--- src/hdl/pla_pkg.sv ---
// ----------------------------------------------------------------------------
// pla_pkg
// Shared constants for the polyline length accumulator: default widths of
// the coordinate and length fields and the width of the point count.
// ----------------------------------------------------------------------------
package pla_pkg;

	localparam int COORD_BITS_DEF  = 24;
	localparam int LENGTH_BITS_DEF = 40;
	localparam int COUNT_W         = 16;

endpackage

--- src/hdl/polyline_length_accumulator_unit.sv ---
// ----------------------------------------------------------------------------
// polyline_length_accumulator_unit
// Running Euclidean length of a 3D path, reported on its final point.
// ----------------------------------------------------------------------------
// The first point of a path is only stored. Every later point blocks the
// next request until it has passed through these steps in order: accept
// and form the differences, square them on the shared squaring multiplier
// and sum, load the square root, run the bit-serial square root, and add
// the segment. A final point then moves the result into the output register,
// first waiting, with no request accepted, while the previous result has
// not yet been taken; the next request is accepted while a result waits in
// the output register.
module polyline_length_accumulator_unit #(
	parameter int COORD_BITS  = pla_pkg::COORD_BITS_DEF,
	parameter int LENGTH_BITS = pla_pkg::LENGTH_BITS_DEF
) (
	input  logic                          clk,
	input  logic                          arst_n,
	input  logic                          in_valid,
	output logic                          in_ready,
	input  logic signed [COORD_BITS-1:0]  pos_x,
	input  logic signed [COORD_BITS-1:0]  pos_y,
	input  logic signed [COORD_BITS-1:0]  pos_z,
	input  logic                          final_point,
	output logic                          out_valid,
	input  logic                          out_ready,
	output logic [LENGTH_BITS-1:0]        total_length,
	output logic [pla_pkg::COUNT_W-1:0]   points_seen,
	output logic                          too_short
);
	import pla_pkg::*;

	localparam int RAD_W  = 2 * COORD_BITS + 2;
	localparam int ROOT_W = COORD_BITS + 1;
	localparam int SUM_W  = ((LENGTH_BITS > ROOT_W) ? LENGTH_BITS : ROOT_W) + 1;
	localparam logic [LENGTH_BITS-1:0] LEN_MAX   = {LENGTH_BITS{1'b1}};
	localparam logic [COUNT_W-1:0]     COUNT_MAX = {COUNT_W{1'b1}};

	localparam logic [2:0] ST_IDLE  = 3'd0;
	localparam logic [2:0] ST_SUMSQ = 3'd1;
	localparam logic [2:0] ST_ROOT  = 3'd2;
	localparam logic [2:0] ST_FIN   = 3'd3;

	logic [2:0]                   state_q;
	logic signed [COORD_BITS-1:0] prev_x_q, prev_y_q, prev_z_q;
	logic [COUNT_W-1:0]           count_q;
	logic [LENGTH_BITS-1:0]       len_q;
	logic                         last_q;
	logic                         out_valid_q;
	logic [LENGTH_BITS-1:0]       out_len_q;
	logic [COUNT_W-1:0]           out_cnt_q;
	logic                         out_short_q;

	logic                         accept;
	logic                         sq_start;
	logic                         sq_done;
	logic [RAD_W-1:0]             sum_sq;
	logic                         rt_done;
	logic [ROOT_W-1:0]            seg;
	logic [SUM_W-1:0]             len_add;
	logic [LENGTH_BITS-1:0]       len_next;
	logic                         out_free;

	assign in_ready = (state_q == ST_IDLE);
	assign accept   = in_valid && in_ready;
	assign sq_start = accept && (count_q != '0);
	assign out_free = !out_valid_q || out_ready;

	assign len_add  = SUM_W'(len_q) + SUM_W'(seg);
	assign len_next = (len_add > SUM_W'(LEN_MAX)) ? LEN_MAX : len_add[LENGTH_BITS-1:0];

	pla_sumsq #(
		.COORD_BITS (COORD_BITS)
	) u_sumsq (
		.clk    (clk),
		.arst_n (arst_n),
		.start  (sq_start),
		.cur_x  (pos_x),
		.cur_y  (pos_y),
		.cur_z  (pos_z),
		.prev_x (prev_x_q),
		.prev_y (prev_y_q),
		.prev_z (prev_z_q),
		.done   (sq_done),
		.sum_sq (sum_sq)
	);

	pla_isqrt #(
		.RAD_W (RAD_W)
	) u_isqrt (
		.clk      (clk),
		.arst_n   (arst_n),
		.start    (sq_done),
		.radicand (sum_sq),
		.done     (rt_done),
		.root     (seg)
	);

	always_ff @(posedge clk or negedge arst_n) begin
		if (!arst_n) begin
			state_q     <= ST_IDLE;
			prev_x_q    <= '0;
			prev_y_q    <= '0;
			prev_z_q    <= '0;
			count_q     <= '0;
			len_q       <= '0;
			last_q      <= 1'b0;
			out_valid_q <= 1'b0;
		end else begin
			if (out_valid_q && out_ready)
				out_valid_q <= 1'b0;
			case (state_q)
				ST_IDLE: begin
					if (accept) begin
						prev_x_q <= pos_x;
						prev_y_q <= pos_y;
						prev_z_q <= pos_z;
						last_q   <= final_point;
						if (count_q != COUNT_MAX)
							count_q <= count_q + COUNT_W'(1);
						if (count_q != '0)
							state_q <= ST_SUMSQ;
						else if (final_point)
							state_q <= ST_FIN;
					end
				end
				ST_SUMSQ: begin
					if (sq_done)
						state_q <= ST_ROOT;
				end
				ST_ROOT: begin
					if (rt_done) begin
						len_q   <= len_next;
						state_q <= last_q ? ST_FIN : ST_IDLE;
					end
				end
				ST_FIN: begin
					if (out_free) begin
						out_valid_q <= 1'b1;
						prev_x_q    <= '0;
						prev_y_q    <= '0;
						prev_z_q    <= '0;
						count_q     <= '0;
						len_q       <= '0;
						state_q     <= ST_IDLE;
					end
				end
				default: state_q <= ST_IDLE;
			endcase
		end
	end

	always_ff @(posedge clk) begin
		if (state_q == ST_FIN && out_free) begin
			out_len_q   <= len_q;
			out_cnt_q   <= count_q;
			out_short_q <= (count_q < COUNT_W'(2));
		end
	end

	assign out_valid    = out_valid_q;
	assign total_length = out_len_q;
	assign points_seen  = out_cnt_q;
	assign too_short    = out_short_q;

endmodule

--- src/hdl/pla_sumsq.sv ---
// ----------------------------------------------------------------------------
// pla_sumsq
// Squared distance between two points: three absolute differences taken on
// start, then squared one per cycle on a single multiplier and summed.
// ----------------------------------------------------------------------------
module pla_sumsq #(
	parameter int COORD_BITS = pla_pkg::COORD_BITS_DEF
) (
	input  logic                          clk,
	input  logic                          arst_n,
	input  logic                          start,
	input  logic signed [COORD_BITS-1:0]  cur_x,
	input  logic signed [COORD_BITS-1:0]  cur_y,
	input  logic signed [COORD_BITS-1:0]  cur_z,
	input  logic signed [COORD_BITS-1:0]  prev_x,
	input  logic signed [COORD_BITS-1:0]  prev_y,
	input  logic signed [COORD_BITS-1:0]  prev_z,
	output logic                          done,
	output logic [2*COORD_BITS+1:0]       sum_sq
);
	import pla_pkg::*;

	localparam int DW    = COORD_BITS + 1;
	localparam int PW    = 2 * COORD_BITS;
	localparam int RAD_W = 2 * COORD_BITS + 2;
	localparam logic [1:0] LAST_PH = 2'd3;

	logic [COORD_BITS-1:0] d_q [3];
	logic [PW-1:0]         prod_q;
	logic [RAD_W-1:0]      acc_q;
	logic [1:0]            ph_q;
	logic                  busy_q;
	logic                  done_q;
	logic [COORD_BITS-1:0] d_sel;
	logic [COORD_BITS-1:0] adx, ady, adz;

	function automatic logic [COORD_BITS-1:0] abs_diff(
		input logic signed [COORD_BITS-1:0] a,
		input logic signed [COORD_BITS-1:0] b
	);
		logic signed [DW-1:0] d;
		d = DW'(a) - DW'(b);
		if (d[DW-1])
			d = -d;
		return d[COORD_BITS-1:0];
	endfunction

	assign adx   = abs_diff(cur_x, prev_x);
	assign ady   = abs_diff(cur_y, prev_y);
	assign adz   = abs_diff(cur_z, prev_z);
	assign d_sel = (ph_q == 2'd3) ? '0 : d_q[ph_q];

	always_ff @(posedge clk or negedge arst_n) begin
		if (!arst_n) begin
			busy_q <= 1'b0;
			done_q <= 1'b0;
			ph_q   <= '0;
		end else begin
			done_q <= 1'b0;
			if (start) begin
				busy_q <= 1'b1;
				ph_q   <= '0;
			end else if (busy_q) begin
				ph_q <= ph_q + 2'd1;
				if (ph_q == LAST_PH) begin
					busy_q <= 1'b0;
					done_q <= 1'b1;
				end
			end
		end
	end

	always_ff @(posedge clk) begin
		if (start) begin
			d_q[0] <= adx;
			d_q[1] <= ady;
			d_q[2] <= adz;
			acc_q  <= '0;
		end else if (busy_q) begin
			if (ph_q != LAST_PH)
				prod_q <= PW'(d_sel) * PW'(d_sel);
			if (ph_q != 2'd0)
				acc_q <= acc_q + RAD_W'(prod_q);
		end
	end

	assign done   = done_q;
	assign sum_sq = acc_q;

endmodule

--- src/hdl/pla_isqrt.sv ---
// ----------------------------------------------------------------------------
// pla_isqrt
// Floor integer square root, one result bit per cycle: bring down two
// radicand bits, trial subtract, shift the root.
// ----------------------------------------------------------------------------
module pla_isqrt #(
	parameter int RAD_W = 2 * pla_pkg::COORD_BITS_DEF + 2
) (
	input  logic                 clk,
	input  logic                 arst_n,
	input  logic                 start,
	input  logic [RAD_W-1:0]     radicand,
	output logic                 done,
	output logic [RAD_W/2-1:0]   root
);
	import pla_pkg::*;

	localparam int ROOT_W = RAD_W / 2;
	localparam int REM_W  = ROOT_W + 2;
	localparam int CNT_W  = $clog2(ROOT_W + 1);

	logic [RAD_W-1:0]  rad_q;
	logic [REM_W-1:0]  rem_q;
	logic [ROOT_W-1:0] root_q;
	logic [CNT_W-1:0]  cnt_q;
	logic              busy_q;
	logic              done_q;
	logic [REM_W-1:0]  rem_sh;
	logic [REM_W-1:0]  trial;
	logic              fits;

	assign rem_sh = {rem_q[ROOT_W-1:0], rad_q[RAD_W-1 -: 2]};
	assign trial  = {root_q, 2'b01};
	assign fits   = rem_sh >= trial;

	always_ff @(posedge clk or negedge arst_n) begin
		if (!arst_n) begin
			busy_q <= 1'b0;
			done_q <= 1'b0;
			cnt_q  <= '0;
		end else begin
			done_q <= 1'b0;
			if (start) begin
				busy_q <= 1'b1;
				cnt_q  <= '0;
			end else if (busy_q) begin
				cnt_q <= cnt_q + CNT_W'(1);
				if (cnt_q == CNT_W'(ROOT_W - 1)) begin
					busy_q <= 1'b0;
					done_q <= 1'b1;
				end
			end
		end
	end

	always_ff @(posedge clk) begin
		if (start) begin
			rad_q  <= radicand;
			rem_q  <= '0;
			root_q <= '0;
		end else if (busy_q) begin
			rad_q <= rad_q << 2;
			if (fits) begin
				rem_q  <= rem_sh - trial;
				root_q <= {root_q[ROOT_W-2:0], 1'b1};
			end else begin
				rem_q  <= rem_sh;
				root_q <= {root_q[ROOT_W-2:0], 1'b0};
			end
		end
	end

	assign done = done_q;
	assign root = root_q;

endmodule

--- config.mk ---
export PLATFORM = sky130hd
export DESIGN_NAME = polyline_length_accumulator_unit
export DESIGN_NICKNAME = d
export VERILOG_FILES = /design/src/hdl/pla_pkg.sv /design/src/hdl/polyline_length_accumulator_unit.sv /design/src/hdl/pla_sumsq.sv /design/src/hdl/pla_isqrt.sv
export SDC_FILE = /design/constraint.sdc
export NUM_CORES = 2
export LEC_CHECK = 0
export BUFFER_PORTS_ARGS = -buffer_cell sky130_fd_sc_hd__buf_2
export CORE_MARGIN = 1.5
export CORE_UTILIZATION = 35
export DETAILED_ROUTE_END_ITERATION = 10
export GPL_TIMING_DRIVEN = 0
export HOLD_SLACK_MARGIN = 0.15
export PLACE_DENSITY_LB_ADDON = 0.2
export SLEW_MARGIN = 15
export SYNTH_ARGS = -nofsm -noshare
export SYNTH_HDL_FRONTEND = slang
export SYNTH_SLANG_ARGS = --single-unit
--- constraint.sdc ---
create_clock -name clk -period 12.17 [get_ports clk]
set_input_delay 2.434 -clock clk [delete_from_list [all_inputs] [get_ports clk]]
set_output_delay 2.434 -clock clk [all_outputs]
set_load 0.02 [all_outputs]
; ---- After elaboration in Yosys (flattened, before gate mapping)
; Memory sizes are Yosys's and may differ from the RTL's.
; Cells that the tools add are included.
[classes]
addsub = 12
mul = 1
n_lt_le_gt_ge = 3
n_eq_ne = 13
n_mux = 52
n_bitwise = 1
n_reduce_logical = 20
[op_table]
columns = operator, n
row1 = $mux W24, 8
row2 = $pmux W24 S2, 3
row3 = $mux W40, 3
row4 = $mux W50, 2
row5 = $pmux W40 S2, 1
row6 = $sub A24 B24 Y25, 3
row7 = $neg A24 Y24, 3
row8 = $add A50 B48 Y50, 1
row9 = $mul A24 B24 Y48, 1
row10 = $mux W16, 3
row11 = $add A40 B25 Y41, 1
row12 = $gt A41 B40 Y1 const B, 1
row13 = $pmux W16 S2, 1
row14 = $ge A27 B27 Y1, 1
row15 = $mux W25, 1
row16 = $sub A25 B25 Y25, 1
row17 = $mux W1, 18
row18 = $mux W3, 6
row19 = $add A16 B1 Y16 const B, 1
row20 = $lt A16 B2 Y1 const B, 1
row21 = $ne A16 B16 Y1 const B, 1
row22 = $reduce_bool A16 Y1, 1
row23 = $pmux W3 S4, 1
row24 = $mux W5, 2
row25 = other kinds (20), 37
[totals]
reg_bits = 399
ram_bits = 72
output_inout_bits = 59
word_cells = 125
memories = 1
[mem_list]
columns = memory, depth, width, read_ports, rd_clocked_by_memory_dff, wr, line_no
row1 = u_sumsq.d_q, 3, 24, 1, 0, 3, pla_sumsq.sv:28  ; logic [COORD_BITS-1:0] d_q [3];

; ---- Logic depth before layout (Yosys ltp)
[logic_depth]
depth_word = 5
mapped_depth = 33

; ---- Cells and area by module
; A second synthesis with hierarchy kept.
[unflattened]
hier_cells = 4796
hier_area_um2 = 44954.4
[by_module_without_submodules]
columns = mod, n_inst, cells_each, area_per_inst_um2
row1 = pla_sumsq, 1, 3523, 30554.3
row2 = polyline_length_accumulator_unit, 1, 729, 8554.5
row3 = pla_isqrt, 1, 544, 5845.6

; ---- Least setup slack after synthesis
; OpenSTA, ideal clock, no wires.
[synth_path]
path_kind = reg2reg
from = reg u_sumsq.ph_q[0]
to = reg u_sumsq.prod_q[44], data pin
setup_time_ns = 0.262
arrival_ns = 8.348
t_required_ns = 11.908
setup_slack_ns = 3.560
path_stages_with_launch = 31
path_buffers = 4
synth_period_minus_slack_ns = 8.610
path_cell_list = dfrtp_1 > clkbuf_1 > clkbuf_1 > clkbuf_1 > a211oi_1 > a211oi_1 > clkbuf_1 > nand2_1 > fa_1 > inv_1 > fa_1 > inv_1 > fa_1 > fa_1 > inv_1 > fa_1 > fa_1 > inv_1 > fa_1 > inv_1 > ha_1 > a21oi_1 > o22ai_1 > a211oi_1 > nand3_1 > a311o_1 > nor2_1 > o311ai_0 > o2111ai_1 > a21oi_1 > xor2_1
[synth_between]
elab_chain_cells = 3
[synth_rtl]
columns = item, line_no
row1 = start: declaration, pla_sumsq.sv:31  ; logic [1:0] ph_q;
row2 = start signal: assignment, pla_sumsq.sv:64  ; ph_q <= ph_q + 2'd1;
row3 = $mem_v2 Z3 W24 or $eq A2 B2 Y1 (tied branches), n/a
row4 = $mux W24 *, pla_sumsq.sv:51  ; assign d_sel = (ph_q == 2'd3) ? '0 : d_q[ph_q];
row5 = $mul A24 B24 Y48 *, pla_sumsq.sv:81  ; prod_q <= PW'(d_sel) * PW'(d_sel);
row6 = end signal: assignment, pla_sumsq.sv:81
row7 = end: declaration, pla_sumsq.sv:29  ; logic [PW-1:0] prod_q;
; Every way passes the cells marked *; elsewhere a longest branch is shown, timed or not.
; A chain may end at the register's enable or synchronous reset.

; ---- Worst setup path in the final report
[layout_path]
from = reg u_sumsq.ph_q[0]
to = reg u_sumsq.prod_q[46], data pin
; Same word-level chain as after synthesis.

==> impl_metrics.tcl <==
set metrics [dict create \
    outcome "finished, final reports clean" \
    ys_seq_area_share_pct 28.3 \
    port_buffer_cells 135 \
    layout_common_cells "820 x sky130_fd_sc_hd__inv_1, 437 x sky130_fd_sc_hd__fa_1, 393 x sky130_fd_sc_hd__nand2_1" \
    portion_of_netlist_area_occupied_by_mux_cells_pct 2.14 \
    synth_top_flop_cell "sky130_fd_sc_hd__edfxtp_1" \
    wl_per_cell_um 17.9 \
    dp_hpwl_um 93800 \
    synthSimpleGateAreaFrac_pct 11.1 \
    syn_area_um2 43700 \
    cp_common_cell "sky130_fd_sc_hd__fa_1" \
    cts.sinks 469 \
    synth_enable_flop_cells 226 \
    synthArstFlopShare_pct 30.5 \
    cts_made_buffers 57 \
    synth_top_family_by_area "adder cells" \
    synthCells 4625 \
    number_of_synthesized_register_bits 469 \
    layout_commonest_cell "sky130_fd_sc_hd__inv_1" \
    holdCritPathClass "reg2reg" \
    core_um2 124000 \
    normalized_max_slew_margin_pct 25.1 \
    critical_path_buf_inv_count 9 \
    worstMarginPinSlew_ps 1120 \
    design.portCount 136 \
    max_clock_freq_mhz 93.4 \
    drt-pass1-iter-count 7 \
    num-nets-final 5694 \
    synth.lib_cells_used.distinct 86 \
    drt.antenna.violating_nets 0 \
    h-tree-depth 2 \
    vias_per_cell 5.00 \
    postSynthNetCount 5488 \
    vias 32600 \
    cpMaxStageDelayCell "sky130_fd_sc_hd__a211oi_1" \
    clock_path_buffers 3 \
    setup_repair_after_global_routing_missed_its_margin "false" \
    max_cap_violations 0 \
    timing.critical_path.required_ps 12590 \
    synth_area_per_cell_um2 9.45 \
    full_die_area_um2 127000 \
    initial_antenna_violation_count 1 \
    tritoncts "done" \
    clk_latency_ps 680 \
    first_pass_grt_wire_length_um 185000 \
    gpl.final_weighted_congestion 0.913 \
    fin_crit_ps 10710 \
    die_width_um 356 \
    fin_setup_tns_ps 0 \
    fp-row-count 129 \
    largest_net_degree_at_the_start_of_global_routing 85 \
    synth_xor_xnor_area_share_pct 5.45 \
    timing.final.setup_violations 0 \
    crit_fanout 10 \
    global_route_usage_over_all_layers_pct 18.4 \
    cts.reportedPaths.clkPinSlew_ps 60 \
    cts_hold_repair.buffers 0 \
    detail_route.wirelength_um 117000 \
    first_global_vias 33000 \
    worstSetupStartpointType "flop" \
    initial_utilization_pct 35.3 \
    synth_compound_gate_area_share_pct 14.5 \
    drtIter0Drc 1816 \
    fin_crit_sh_pct 88.0 \
    dieHeight_um 356 \
    clock_tree.root_cell "sky130_fd_sc_hd__clkbuf_16" \
    cts.repair_timing.setup_buffer_count 0 \
    yosys_warnings 0 \
    drv_slew 0 \
    synth_adder_area_share_pct 30.0 \
    timing.clock.skew_ps 48.6 \
    critical_path.top_delay_family "adder cells" \
    drive_above_1_share_pct 7.15 \
    critical_path_class "reg2reg" \
    syn2layout_area_growth_pct 11.3 \
    timing.critical_path.slowest_cell_delay_ps 910 \
    route.detailed.drc 0 \
    arrival_ps 11130 \
    setup.worst_path.end_class "flop" \
    grt_overflow 0 \
    final_hold_viol_count 0 \
    cts-resized-gates 0 \
]
worst min-delay path: stages, from the launching register on:
cell and delay [ps]:
sky130_fd_sc_hd__dfxtp_1 320, sky130_fd_sc_hd__nand2_1 50, sky130_fd_sc_hd__a21oi_1 50
cells by family after synthesis:
kind of cell	Yosys count
adder cells (fa/ha/maj)	786
multiplexers	87
buffers and inverters	984
AO/OA/AOI/OAI	941
XOR/XNOR	272
flip-flops	469
AND/OR/NAND/NOR	1086
path summary, 6_finish.rpt:
check / to / start / cells after the start / slack (ps)
setup / recovery: u_sumsq.prod_q[46] / u_sumsq.ph_q[0] / 30 / 1460
max in group asynchronous: count_q[8] / arst_n / 2 / 9620
min in group asynchronous: prev_z_q[8] / arst_n / 1 / 1720
hold reg to reg: u_sumsq.sum_sq[0] / u_sumsq.sum_sq[0] / 2 / 470
setup reg to reg: u_sumsq.prod_q[46] / u_sumsq.ph_q[0] / 30 / 1460
hold / removal: u_sumsq.sum_sq[0] / u_sumsq.sum_sq[0] / 2 / 470
Yosys cell counts, drive strengths merged, types with 7 or more instances:
| master | instances | area [µm²] |
|---|---|---|
| fa | 437 | 8750 |
| nand4 | 28 | 175 |
| xnor2 | 169 | 1480 |
| o31ai | 24 | 199 |
| clkbuf | 136 | 510 |
| and2 | 14 | 87.6 |
| nor2b | 62 | 388 |
| a21o | 106 | 796 |
| ha | 349 | 4370 |
| xor2 | 103 | 902 |
| a21boi | 9 | 67.6 |
| nand3 | 59 | 295 |
| and4 | 7 | 61.3 |
| nand2b | 23 | 144 |
| inv | 824 | 3090 |
| or2 | 10 | 62.6 |
| o21a | 40 | 300 |
| or3 | 19 | 119 |
| nor4 | 15 | 93.8 |
| a311oi | 32 | 287 |
| a31o | 8 | 70.1 |
| dfxtp | 100 | 2000 |
| o21bai | 29 | 221 |
| o211a | 7 | 70.1 |
| buf | 21 | 85.1 |
| mux2i | 36 | 360 |
| a211o | 20 | 175 |
| nor2 | 373 | 1400 |
| nand2 | 393 | 1480 |
| a22o | 72 | 631 |
| edfxtp | 226 | 6790 |
| nor3 | 29 | 150 |
| o21ai | 146 | 731 |
| mux2 | 51 | 574 |
| o211ai | 16 | 120 |
| and3 | 30 | 188 |
| a221oi | 8 | 76.3 |
| a211oi | 74 | 556 |
| a31oi | 43 | 284 |
| dfrtp | 143 | 3580 |
| a21oi | 252 | 1280 |
| o22ai | 8 | 50.1 |
flip-flops by register name (all words and copies together) (netlist names), 2 cells and up:
name / count
u_sumsq.sum_sq: 50
total_length: 40
u_sumsq.ph_q: 2
u_isqrt.root: 25
len_q: 40
u_isqrt.cnt_q: 5
u_isqrt.rad_q: 50
u_sumsq.d_q: 72
count_q: 16
prev_y_q: 24
prev_x_q: 24
state_q: 2
u_sumsq.prod_q: 47
prev_z_q: 24
u_isqrt.rem_q: 25
points_seen: 16
metrics by stage:
stage	setup WS [ps]	hold WS [ps]	utilization (%)	cells	instance area, µm²
floorplan	3560	441	-	4625	43700
global placement	540	457	37.5	6397	46400
detailed placement	1470	463	37.7	6409	46700
CTS	1520	471	39.3	6516	48600
global route	1040	492	39.3	6517	48600
finish	1460	471	39.3	6518	48600
cell type report:
type | instances | area, µm²
Inverter | 827 | 3100
Tap cell | 1637 | 2050
Sequential cell | 469 | 12400
Buffer | 157 | 603
Clock buffer | 70 | 1550
Antenna cell | 2 | 5.00
Timing Repair Buffer | 147 | 856
Multi-Input combinational cell | 3172 | 27700
Clock inverter | 37 | 398
Fill cell | 12400 | 75200
routing by layer:
| layer | global-route usage, % | vias to the layer above | wire, µm |
|---|---|---|---|
| met5 | 0 | - | 0 |
| met1 | 25.1 | 16000 | 54100 |
| li1 | - | 15800 | - |
| met4 | 4.46 | 0 | 2540 |
| met2 | 30.7 | 644 | 55200 |
| met3 | 2.43 | 125 | 4990 |
Power is not shown: default switching activity piles up to over one toggle a cycle in this logic, so the estimate is an artifact.
